### src/rtl/idafr_pkg.sv
`timescale 1ns / 1ps
`default_nettype none

package idafr_pkg;

  localparam int MAX_IDS = 256;
  localparam int ID_W    = (MAX_IDS > 2) ? $clog2(MAX_IDS) : 1;
  localparam int CNT_W   = $clog2(MAX_IDS + 1);

  typedef enum logic [1:0] {
    ACT_ALLOC   = 2'd0,
    ACT_RELEASE = 2'd1,
    ACT_QUERY   = 2'd2,
    ACT_CLEAR   = 2'd3
  } action_t;

  typedef enum logic [1:0] {
    ST_OK   = 2'd0,
    ST_FULL = 2'd1,
    ST_BAD  = 2'd2
  } status_t;

  typedef struct packed {
    logic [1:0] action;
    logic [7:0] id;
  } in_item_t;

  typedef struct packed {
    logic [7:0] id_out;
    logic       live;
    logic [1:0] status;
  } out_item_t;

  // free list commands and status
  typedef struct packed {
    logic            push;
    logic [ID_W-1:0] push_id;
    logic            pop;
  } fl_cmd_t;

  typedef struct packed {
    logic            nonempty;
    logic [ID_W-1:0] head_id;
  } fl_stat_t;

  function automatic logic [ID_W-1:0] id8_to_addr(input logic [7:0] v);
    logic [ID_W+7:0] ext;
    ext = {{ID_W{1'b0}}, v};
    return ext[ID_W-1:0];
  endfunction

  function automatic logic [7:0] addr_to_id8(input logic [ID_W-1:0] v);
    logic [ID_W+7:0] ext;
    ext = {8'b0, v};
    return ext[7:0];
  endfunction

  // strict bound against the high-water count
  function automatic logic id_below(input logic [7:0] v, input logic [CNT_W-1:0] cnt);
    logic [CNT_W+7:0] a;
    logic [CNT_W+7:0] b;
    a = {{CNT_W{1'b0}}, v};
    b = {8'b0, cnt};
    return a < b;
  endfunction

endpackage

`default_nettype wire

### src/rtl/idafr_ram.sv
`timescale 1ns / 1ps
`default_nettype none

module idafr_ram #(
  parameter int WIDTH = 8,
  parameter int DEPTH = 256
) (
  input  wire logic                                      clk,
  input  wire logic                                      we,
  input  wire logic [((DEPTH > 2) ? $clog2(DEPTH) : 1)-1:0] waddr,
  input  wire logic [WIDTH-1:0]                          wdata,
  input  wire logic [((DEPTH > 2) ? $clog2(DEPTH) : 1)-1:0] raddr,
  output      logic [WIDTH-1:0]                          rdata
);

  logic [WIDTH-1:0] mem [DEPTH];
  logic [WIDTH-1:0] rdata_r;

  always_ff @(posedge clk) begin
    if (we) begin
      mem[waddr] <= wdata;
    end
    rdata_r <= mem[raddr];
  end

  assign rdata = rdata_r;

endmodule

`default_nettype wire

### src/rtl/idafr_free_list.sv
`timescale 1ns / 1ps
`default_nettype none

module idafr_free_list (
  input  wire logic               clk,
  input  wire logic               rst_n,
  input  wire idafr_pkg::fl_cmd_t cmd,
  output      idafr_pkg::fl_stat_t stat
);
  import idafr_pkg::*;

  logic [ID_W-1:0]  head_r, head_nxt;
  logic [ID_W-1:0]  tail_r, tail_nxt;
  logic [CNT_W-1:0] count_r, count_nxt;
  logic             do_push, do_pop;
  logic [ID_W-1:0]  rd_id;

  function automatic logic [ID_W-1:0] wrap_inc(input logic [ID_W-1:0] p);
    return (p == ID_W'(MAX_IDS - 1)) ? '0 : p + 1'b1;
  endfunction

  assign do_push = cmd.push && (count_r != CNT_W'(MAX_IDS));
  assign do_pop  = cmd.pop && (count_r != '0);

  always_comb begin
    head_nxt  = head_r;
    tail_nxt  = tail_r;
    count_nxt = count_r;
    if (do_push) begin
      tail_nxt = wrap_inc(tail_r);
    end
    if (do_pop) begin
      head_nxt = wrap_inc(head_r);
    end
    if (do_push && !do_pop) begin
      count_nxt = count_r + 1'b1;
    end else if (do_pop && !do_push) begin
      count_nxt = count_r - 1'b1;
    end
  end

  always_ff @(posedge clk) begin
    if (!rst_n) begin
      head_r  <= '0;
      tail_r  <= '0;
      count_r <= '0;
    end else begin
      head_r  <= head_nxt;
      tail_r  <= tail_nxt;
      count_r <= count_nxt;
    end
  end

  idafr_ram #(
    .WIDTH (ID_W),
    .DEPTH (MAX_IDS)
  ) u_fifo_ram (
    .clk   (clk),
    .we    (do_push),
    .waddr (tail_r),
    .wdata (cmd.push_id),
    .raddr (head_r),
    .rdata (rd_id)
  );

  assign stat.nonempty = (count_r != '0);
  assign stat.head_id  = rd_id;

endmodule

`default_nettype wire

### src/rtl/id_allocator_fifo_recycle_unit.sv
`timescale 1ns / 1ps
`default_nettype none

// channel | ports                         | payload
// in      | in_valid, in_ready, in_data   | in_item_t  (action, id)
// out     | out_valid, out_ready, out_data| out_item_t (id_out, live, status)
//
// allocate, release and query do one live map or free list read,
// then the write back and result load
// clear reads one live map entry per cycle below the issued count and frees each live one
// no clearing pass after reset: entries at or above the high-water count read as free
// a result waits in the output register; the next transaction is taken meanwhile
// and completes once that register has been emptied

module id_allocator_fifo_recycle_unit (
  input  wire logic                 clk,
  input  wire logic                 rst_n,
  input  wire logic                 in_valid,
  output      logic                 in_ready,
  input  wire idafr_pkg::in_item_t  in_data,
  output      logic                 out_valid,
  input  wire logic                 out_ready,
  output      idafr_pkg::out_item_t out_data
);
  import idafr_pkg::*;

  typedef enum logic [3:0] {
    S_IDLE  = 4'b0001,
    S_RD    = 4'b0010,
    S_SWEEP = 4'b0100,
    S_FIN   = 4'b1000
  } state_t;

  state_t           state_r, state_nxt;
  logic [1:0]       act_r, act_nxt;
  logic [7:0]       id_r, id_nxt;
  logic [CNT_W-1:0] issued_r, issued_nxt;
  logic [CNT_W-1:0] sw_r, sw_nxt;
  logic             chk_vld_r, chk_vld_nxt;
  logic [ID_W-1:0]  chk_idx_r, chk_idx_nxt;
  logic             out_valid_r, out_valid_nxt;
  out_item_t        out_data_r, out_data_nxt;

  logic             live_we;
  logic [ID_W-1:0]  live_waddr;
  logic             live_wdata;
  logic [ID_W-1:0]  live_raddr;
  logic             live_rdata;
  fl_cmd_t          fl_cmd;
  fl_stat_t         fl_stat;

  logic             out_free;
  logic             accept;
  logic             id_ok;

  assign out_free = !out_valid_r || out_ready;
  assign in_ready = (state_r == S_IDLE);
  assign accept   = in_valid && in_ready;
  assign id_ok    = id_below(id_r, issued_r);

  always_comb begin
    state_nxt     = state_r;
    act_nxt       = act_r;
    id_nxt        = id_r;
    issued_nxt    = issued_r;
    sw_nxt        = sw_r;
    chk_vld_nxt   = 1'b0;
    chk_idx_nxt   = chk_idx_r;
    out_valid_nxt = out_valid_r && !out_ready;
    out_data_nxt  = out_data_r;
    live_we       = 1'b0;
    live_waddr    = '0;
    live_wdata    = 1'b0;
    live_raddr    = id8_to_addr(id_r);
    fl_cmd        = '0;

    case (state_r)
      S_IDLE: begin
        live_raddr = id8_to_addr(in_data.id);
        if (accept) begin
          act_nxt = in_data.action;
          id_nxt  = in_data.id;
          sw_nxt  = '0;
          if (in_data.action == ACT_CLEAR) begin
            state_nxt = S_SWEEP;
          end else begin
            state_nxt = S_RD;
          end
        end
      end
      S_RD: begin
        if (out_free) begin
          out_valid_nxt       = 1'b1;
          out_data_nxt.id_out = id_r;
          out_data_nxt.live   = 1'b0;
          out_data_nxt.status = ST_OK;
          state_nxt           = S_IDLE;
          case (act_r)
            ACT_ALLOC: begin
              if (fl_stat.nonempty) begin
                live_we             = 1'b1;
                live_waddr          = fl_stat.head_id;
                live_wdata          = 1'b1;
                fl_cmd.pop          = 1'b1;
                out_data_nxt.id_out = addr_to_id8(fl_stat.head_id);
              end else if (issued_r != CNT_W'(MAX_IDS)) begin
                live_we             = 1'b1;
                live_waddr          = issued_r[ID_W-1:0];
                live_wdata          = 1'b1;
                issued_nxt          = issued_r + 1'b1;
                out_data_nxt.id_out = addr_to_id8(issued_r[ID_W-1:0]);
              end else begin
                out_data_nxt.id_out = '0;
                out_data_nxt.status = ST_FULL;
              end
            end
            ACT_RELEASE: begin
              if (id_ok && live_rdata) begin
                live_we        = 1'b1;
                live_waddr     = id8_to_addr(id_r);
                live_wdata     = 1'b0;
                fl_cmd.push    = 1'b1;
                fl_cmd.push_id = id8_to_addr(id_r);
              end else begin
                out_data_nxt.status = ST_BAD;
              end
            end
            ACT_QUERY: begin
              out_data_nxt.live = id_ok && live_rdata;
            end
            default: begin
              out_data_nxt.live = 1'b0;
            end
          endcase
        end
      end
      S_SWEEP: begin
        live_raddr = sw_r[ID_W-1:0];
        if (chk_vld_r && live_rdata) begin
          live_we        = 1'b1;
          live_waddr     = chk_idx_r;
          live_wdata     = 1'b0;
          fl_cmd.push    = 1'b1;
          fl_cmd.push_id = chk_idx_r;
        end
        if (sw_r < issued_r) begin
          chk_vld_nxt = 1'b1;
          chk_idx_nxt = sw_r[ID_W-1:0];
          sw_nxt      = sw_r + 1'b1;
        end else if (!chk_vld_r) begin
          state_nxt = S_FIN;
        end
      end
      S_FIN: begin
        if (out_free) begin
          out_valid_nxt       = 1'b1;
          out_data_nxt.id_out = id_r;
          out_data_nxt.live   = 1'b0;
          out_data_nxt.status = ST_OK;
          state_nxt           = S_IDLE;
        end
      end
      default: begin
        state_nxt = S_IDLE;
      end
    endcase
  end

  always_ff @(posedge clk) begin
    if (!rst_n) begin
      state_r     <= S_IDLE;
      issued_r    <= '0;
      chk_vld_r   <= 1'b0;
      out_valid_r <= 1'b0;
    end else begin
      state_r     <= state_nxt;
      issued_r    <= issued_nxt;
      chk_vld_r   <= chk_vld_nxt;
      out_valid_r <= out_valid_nxt;
    end
  end

  always_ff @(posedge clk) begin
    act_r      <= act_nxt;
    id_r       <= id_nxt;
    sw_r       <= sw_nxt;
    chk_idx_r  <= chk_idx_nxt;
    out_data_r <= out_data_nxt;
  end

  idafr_ram #(
    .WIDTH (1),
    .DEPTH (MAX_IDS)
  ) u_live_ram (
    .clk   (clk),
    .we    (live_we),
    .waddr (live_waddr),
    .wdata (live_wdata),
    .raddr (live_raddr),
    .rdata (live_rdata)
  );

  idafr_free_list u_free_list (
    .clk   (clk),
    .rst_n (rst_n),
    .cmd   (fl_cmd),
    .stat  (fl_stat)
  );

  assign out_valid = out_valid_r;
  assign out_data  = out_data_r;

endmodule

`default_nettype wire

### config.mk
export PLATFORM = sky130hd
export DESIGN_NAME = id_allocator_fifo_recycle_unit
export DESIGN_NICKNAME = d
export VERILOG_FILES = /design/src/rtl/idafr_pkg.sv /design/src/rtl/idafr_ram.sv /design/src/rtl/idafr_free_list.sv /design/src/rtl/id_allocator_fifo_recycle_unit.sv
export SDC_FILE = /design/constraint.sdc
export NUM_CORES = 2
export LEC_CHECK = 0
export BUFFER_PORTS_ARGS = -buffer_cell sky130_fd_sc_hd__buf_2
export CAP_MARGIN = 10
export CORE_MARGIN = 2
export CORE_UTILIZATION = 35
export DETAILED_ROUTE_END_ITERATION = 10
export PLACE_DENSITY_LB_ADDON = 0.25
export RECOVER_POWER = 50
export SLEW_MARGIN = 20
export SYNTH_ARGS = -nofsm -noshare
export SYNTH_HDL_FRONTEND = slang
export SYNTH_SLANG_ARGS = --single-unit
export TNS_END_PERCENT = 10
### constraint.sdc
create_clock -name clk -period 15.4 [get_ports clk]
set_input_delay 3.08 -clock clk [delete_from_list [all_inputs] [get_ports clk]]
set_output_delay 3.08 -clock clk [all_outputs]
set_load 0.02 [all_outputs]
== After elaboration in Yosys (flattened, before gate mapping) ==
Memory sizes are Yosys's and may differ from the RTL's. A register that Yosys moved wholly into a read port is not among the register bits.
Cells that the tools add are included.

* Reductions and logical operators: 26
* Add/sub/neg operators: 6
* Eq/ne operators: 18
* Multiplexer cells: 55
* Magnitude comparators: 2
* Bitwise logic cells: 1

{| class="wikitable"
|+ Operators with widths
! operator !! count
|-
| 2-to-1 mux 8 bit || 8
|-
| 2-to-1 mux 9 bit || 7
|-
| case mux 8 bit (2 select lines) || 3
|-
| case mux 9 bit (2 select lines) || 2
|-
| adder 9 x 1 -> 9 bit, second input constant || 3
|-
| 2-to-1 mux 11 bit || 2
|-
| case mux 11 bit (2 select lines) || 1
|-
| 2-to-1 mux 1 bit || 21
|-
| inequality test 9 bit, second input constant || 2
|-
| adder 8 x 1 -> 8 bit, second input constant || 2
|-
| equality test 8 bit, second input constant || 2
|-
| 2-to-1 mux 4 bit || 4
|-
| case mux 4 bit (3 select lines) || 1
|-
| 2-to-1 mux 10 bit || 1
|-
| inequality test 2 bit, second input constant || 5
|-
| less-than comparator 8 x 9 -> 1 bit || 1
|-
| less-than comparator 9 bit || 1
|-
| nonzero test 9 bit || 1
|-
| subtractor 9 x 1 -> 9 bit, second input constant || 1
|-
| logical AND 1 bit || 8
|-
| AND reduction 2 bit || 3
|-
| AND reduction 3 bit || 2
|-
| nonzero test 2 bit || 3
|-
| AND reduction 5 bit || 1
|-
| other kinds (17) || 23
|}

* Input bits: 14
* Output and inout bits: 13
* Register bits after elaboration: 78
* Bits in writable memories: 2304
* Memories: 2

{| class="wikitable"
|+ Memory list
! name !! depth !! bits a word !! read ports !! clocked after Yosys merged registers in !! wr ports !! RTL line !! text
|-
| u_free_list.u_fifo_ram.mem || 256 || 8 || 1 || 1 || 1 || idafr_ram.sv:16 || <nowiki>logic [WIDTH-1:0] mem [DEPTH];</nowiki>
|-
| u_live_ram.mem || 256 || 1 || 1 || 1 || 1 || idafr_ram.sv:16 ||
|}

== Longest topological paths before layout ==
* Depth in word-level cells: 11
* Depth in mapped cells: 25
* Gate-level depth less buffers: 23

== By module ==
From an unflattened synthesis, not the netlist that was laid out.

* Cell total of the unflattened synthesis: 5003
* Area, all modules: 95351.4 um^2

{| class="wikitable"
|+ By module, submodules not included
! module !! cells an instance !! seq. area each (um^2) !! times used !! area an instance (um^2)
|-
| idafr_ram (u_free_list.u_fifo_ram) || 3733 || 61659.1 || 1 || 79556.3
|-
| idafr_ram (u_live_ram) || 788 || 7707.4 || 1 || 11128.2
|-
| id_allocator_fifo_recycle_unit || 301 || 1441.4 || 1 || 3156.8
|-
| idafr_free_list || 181 || 500.5 || 1 || 1510.2
|}

== Worst setup path after synthesis ==
Ideal clock, no wire load.

* Kind: input to register
* Start point: in out_ready
* End point: mem u_live_ram.mem[0], enable pin
* Data required time: 15.096 ns
* Stages: 9
* Path slack: 2.797 ns
* Arrival time: 12.299 ns
* Path buffers: 3
* Cell sequence: nand2b_1 nand3_1 or3_1 clkbuf_1 clkbuf_1 a21oi_1 o311ai_1 clkbuf_1 nor2_1

* Word-level cells in the longest chain between the ends: 5
* Elaborated cells on any way between the ends: 7
* Those cells by class: mux: 6; reduce/logical: 1

{| class="wikitable"
|+ RTL lines
! item !! RTL line !! text
|-
| from (decl) || id_allocator_fifo_recycle_unit.sv:22 || <nowiki>input wire logic out_ready,</nowiki>
|-
| logical OR 1 bit (*) || id_allocator_fifo_recycle_unit.sv:56 || <nowiki>assign out_free = !out_valid_r || out_ready;</nowiki>
|-
| 2-to-1 mux 1 bit || id_allocator_fifo_recycle_unit.sv:92 || <nowiki>if (out_free) begin</nowiki>
|-
| case mux 1 bit (2 select lines) || id_allocator_fifo_recycle_unit.sv:77 || <nowiki>case (state_r)</nowiki>
|-
| 2-to-1 mux 1 bit || idafr_ram.sv:20 || <nowiki>if (we) begin</nowiki>
|-
| 2-to-1 mux 1 bit (implied by the code) || idafr_ram.sv:21 || <nowiki>mem[waddr] <= wdata;</nowiki>
|-
| to (decl) || idafr_ram.sv:16 ||
|}

Every way passes the cells marked *; elsewhere a longest branch is shown, timed or not.

==> results.md <==
- Crit-path max FO: 63
- Initial DRC count: between 5000 and 6000
- TritonRoute pass-1 iters: 7
- Top_reg_cell synth: edfxtp_1
- Slew @ Worst Pin: 4.46 ns
- H-Tree Depth: 4
- Post-synthesis mux area share: 0.164
- Vias: 47100
- Crit-path leading delay family: buffers and inverters
- Final core occ: 0.394
- Port Buf Inserts: 26
- Total grt overflow: 0
- Synth Instances: roughly 4800
- Xor/xnor cell area share of the yosys netlist: 0.00239
- Die Area: 0.276 mm²
- DP Area: 0.0995 mm²
- Core area: 0.271 mm²
- Seq pwr share: 0.543
- Synth Area in Simple Gates: 0.0495
- CTS max path bufs: 3
- Fin crit share: 0.685
- CP Cell Sequence: buf_2, nand2b_1, nand3_1, or3b_2, a2111oi_0, or2_1, clkbuf_1, a22o_1, clkbuf_1, buf_4, buf_4
- Clk Latency, worst-skew pair: 0.87 ns
- Layout cells sized above 1: 0.223
- Crit end category: flip-flop
- Clock transition at the registers of the reported paths: around 0.06 ns
- Post-synthesis adder-cell area fraction: 0.00428
- Largest net degree at the start of global routing: 170
- Yosys cell types: 74
- Max-slew violations: 1095
- Num CTS Buffers: ~230
- Post-DRT Antenna Nets: 0
- Final Cell Area: between 0.1 and 0.15 mm²
- Syn nets: 4817
- Post-synthesis compound-gate area fraction: 0.0173
- Crit path largest cell delay: ~1.8 ns
- Max Cap Viol: 23
- Commonest cells after routing, fill and taps aside: edfxtp_1 (2342), mux4_2 (682), nor2_1 (627)
- Logic pwr share: 0.019
- HP Class: flip-flop to flip-flop
- Status: complete, but fails checks
- YS warnings: 0
- Worst IR Drop VDD: between 0.09 and 0.1 mV
- Seq cells post-synth: 2391
- Async SR Flop Fraction: 0
- DP HPWL: approximately 140000 µm
- Hold WS: approximately 0.49 ns
- Overall global routing resource usage: 0.177
- P_leak: 26.1 nW
- Largest family of logic cells by synthesized area: multiplexers
- Sink Count: roughly 2400
- Failing checks: max-capacitance violations, max-slew violations
- Commonest non-fill, non-tap cell in the layout: edfxtp_1
- Post-CTS setup buffers: 0
- Routability Congestion: 0.795
- Critical Path Start Type: input port
- Area grow syn2layout: 12.1%
- RSZ-0062 raised after global routing: false
- F_max: between 90 and 100 MHz
- Routed WL: between 200000 and 250000 µm
- Slowest CP cell: clkbuf_1
- WP data required: about 16 ns
- R2R cell count: 7
- CTS tree: yes
- DR DRC count: 0
- I/O Pins: 27
- Setup violators final: 0
- Final Total Pwr: between 10 and 15 mW
- Initial antenna violation count: 7
- Fin crit period: around 11 ns
- Hold Vio Cnt, Final: 0
- Pwr/cell area: 122 mW/mm²
- Vias in the first global route: 46900
- Worst path bufs/invs: 5
- Sw Ratio: 0.205
- Post-Syn Area: ~0.095 mm²
- WP depth: 11
- Hold Buf Count CTS: 0
- CP Class: input port to flip-flop
- P_int: between 10 and 15 mW
- Clock skew: approximately 0.075 ns
- Part of the power in the clock network: 0.438
- Cells resized by post-CTS repair: 0
- Rel. slew slack: -1.98
- Post-DR vias/cell: ~5.5
- Die H: 526 µm
- Psw: about 2.7 mW
- Syn avg cell area: around 20 µm²
- Sequential fraction of the synthesis area: 0.749
- Worst EP arrival: ~11 ns
- Routed WL per cell: 28.7 µm
- Chip Width: roughly 530 µm
- Global-route wire length before repair: 357000 µm
- CTS root buffer: clkbuf_16
- Nets@finish: roughly 5000
- Initial core utilization: 0.352
- FP Rows: between 150 and 200
- Number of enable flip-flop cells after synthesis: around 2300
- Worst hold path cell count: 2
- Sum Neg Setup Slack: 0 ns
-- worst paths after layout --
path                                             from                                      endpoint  slack [ns]
setup / recovery                            out_ready  u_free_list.u_fifo_ram.mem[150][7]$_DFFE_PP_        4.84
hold / removal    u_free_list.count_r[4]$_SDFFE_PN0P_           u_free_list.count_r[4]$_SDFFE_PN0P_        0.49
setup reg to reg   u_free_list.head_r[0]$_SDFFE_PN0P_       u_free_list.u_fifo_ram.rdata[1]$_DFF_P_        5.28
hold reg to reg   u_free_list.count_r[4]$_SDFFE_PN0P_           u_free_list.count_r[4]$_SDFFE_PN0P_        0.49
-- flip-flops by register name, summed over array words and instances (netlist names) --
register and flops:
state_r 4, issued_r 9, u_free_list.u_fifo_ram.mem 2048, u_free_list.count_r 9, out_valid 1, act_r 2, u_free_list.head_r 8, u_live_ram.mem 256
out_data 11, u_free_list.u_fifo_ram.rdata 8, u_free_list.tail_r 8, chk_idx_r 8, sw_r 9, id_r 8, u_live_ram.rdata 1, chk_vld_r 1
-- kinds of logic (layout without fill, tap and decap cells) --
| kind of cell | Yosys count | in the layout |
|---|---|---|
| flops | 2391 | 2391 |
| mux | 710 | 710 |
| simple gates | 1073 | 1073 |
| xor+xnor | 26 | 26 |
| buf+inv | 311 | 564 |
| compound gates | 228 | 228 |
| other cells | 0 | 2 |
| fa+ha+maj | 32 | 32 |
-- worst register-to-register path, cell delays in order, from the launching register on --
cell	delay, ns
dfxtp_4	0.85
buf_6	0.75
clkbuf_1	2.77
clkbuf_1	2.88
mux4_2	0.90
mux4_2	0.57
mux4_2	0.64
mux4_2	0.61
-- power groups by stage --
| stage | clock network [mW] | registers, mW | logic (mW) |
|---|---|---|---|
| floorplan | 0 | 7.19 | 0.165 |
| finish | 5.69 | 7.06 | 0.246 |
| global placement | 0 | 7.20 | 0.246 |
| detailed placement | 0 | 7.20 | 0.248 |
| CTS | 5.79 | 7.06 | 0.248 |
| global route | 6.05 | 7.06 | 0.271 |
-- cell type report --
class                      count  area (µm²)
timing repair buffer          98         731
inverter                      29         110
multi-input combinational   2069       22500
clock inverter               149        1470
tap                         3570        4470
fill                       24000      164000
clock buffer                 288        6090
sequential                  2391       71300
antenna                        2        5.00
-- stage by stage --
step                      instances  worst slack [ns]
after CTS                      8593              8.10
after detailed placement       8156              7.21
after global routing           8594              3.96
after global placement         8154              7.24
final                          8596              4.84
after floorplan                4771              2.80
-- cells in the mapped netlist (10+ instances only) --
master,instances,area [µm²]
xor2_1,11,96.3
nand2_1,226,848
o21ai_0,39,195
nor2b_1,12,75.1
inv_1,27,101
ha_1,31,388
xnor2_1,15,131
edfxtp_1,2342,70300
and3_1,12,75.1
nand4_2,15,188
dfxtp_1,49,981
or3_1,10,62.6
a21o_1,12,90.1
nand4_1,12,75.1
buf_1,43,161
buf_2,59,295
clkbuf_1,171,642
nor3_1,15,75.1
nand3_1,84,420
nor2_1,626,2350
mux4_2,682,15400
mux2i_1,28,280
a21oi_1,75,375
-- metal layers --
metal | global-route usage | share of wire | vias up
met3 | 0.0330 | 0.069 | 326
met5 | 0 | 0.00014 | -
li1 | - | - | 19500
met4 | 0.0376 | 0.020 | 4
met1 | 0.263 | 0.45 | 25500
met2 | 0.271 | 0.46 | 1812
(Power assumes the default switching activity.)
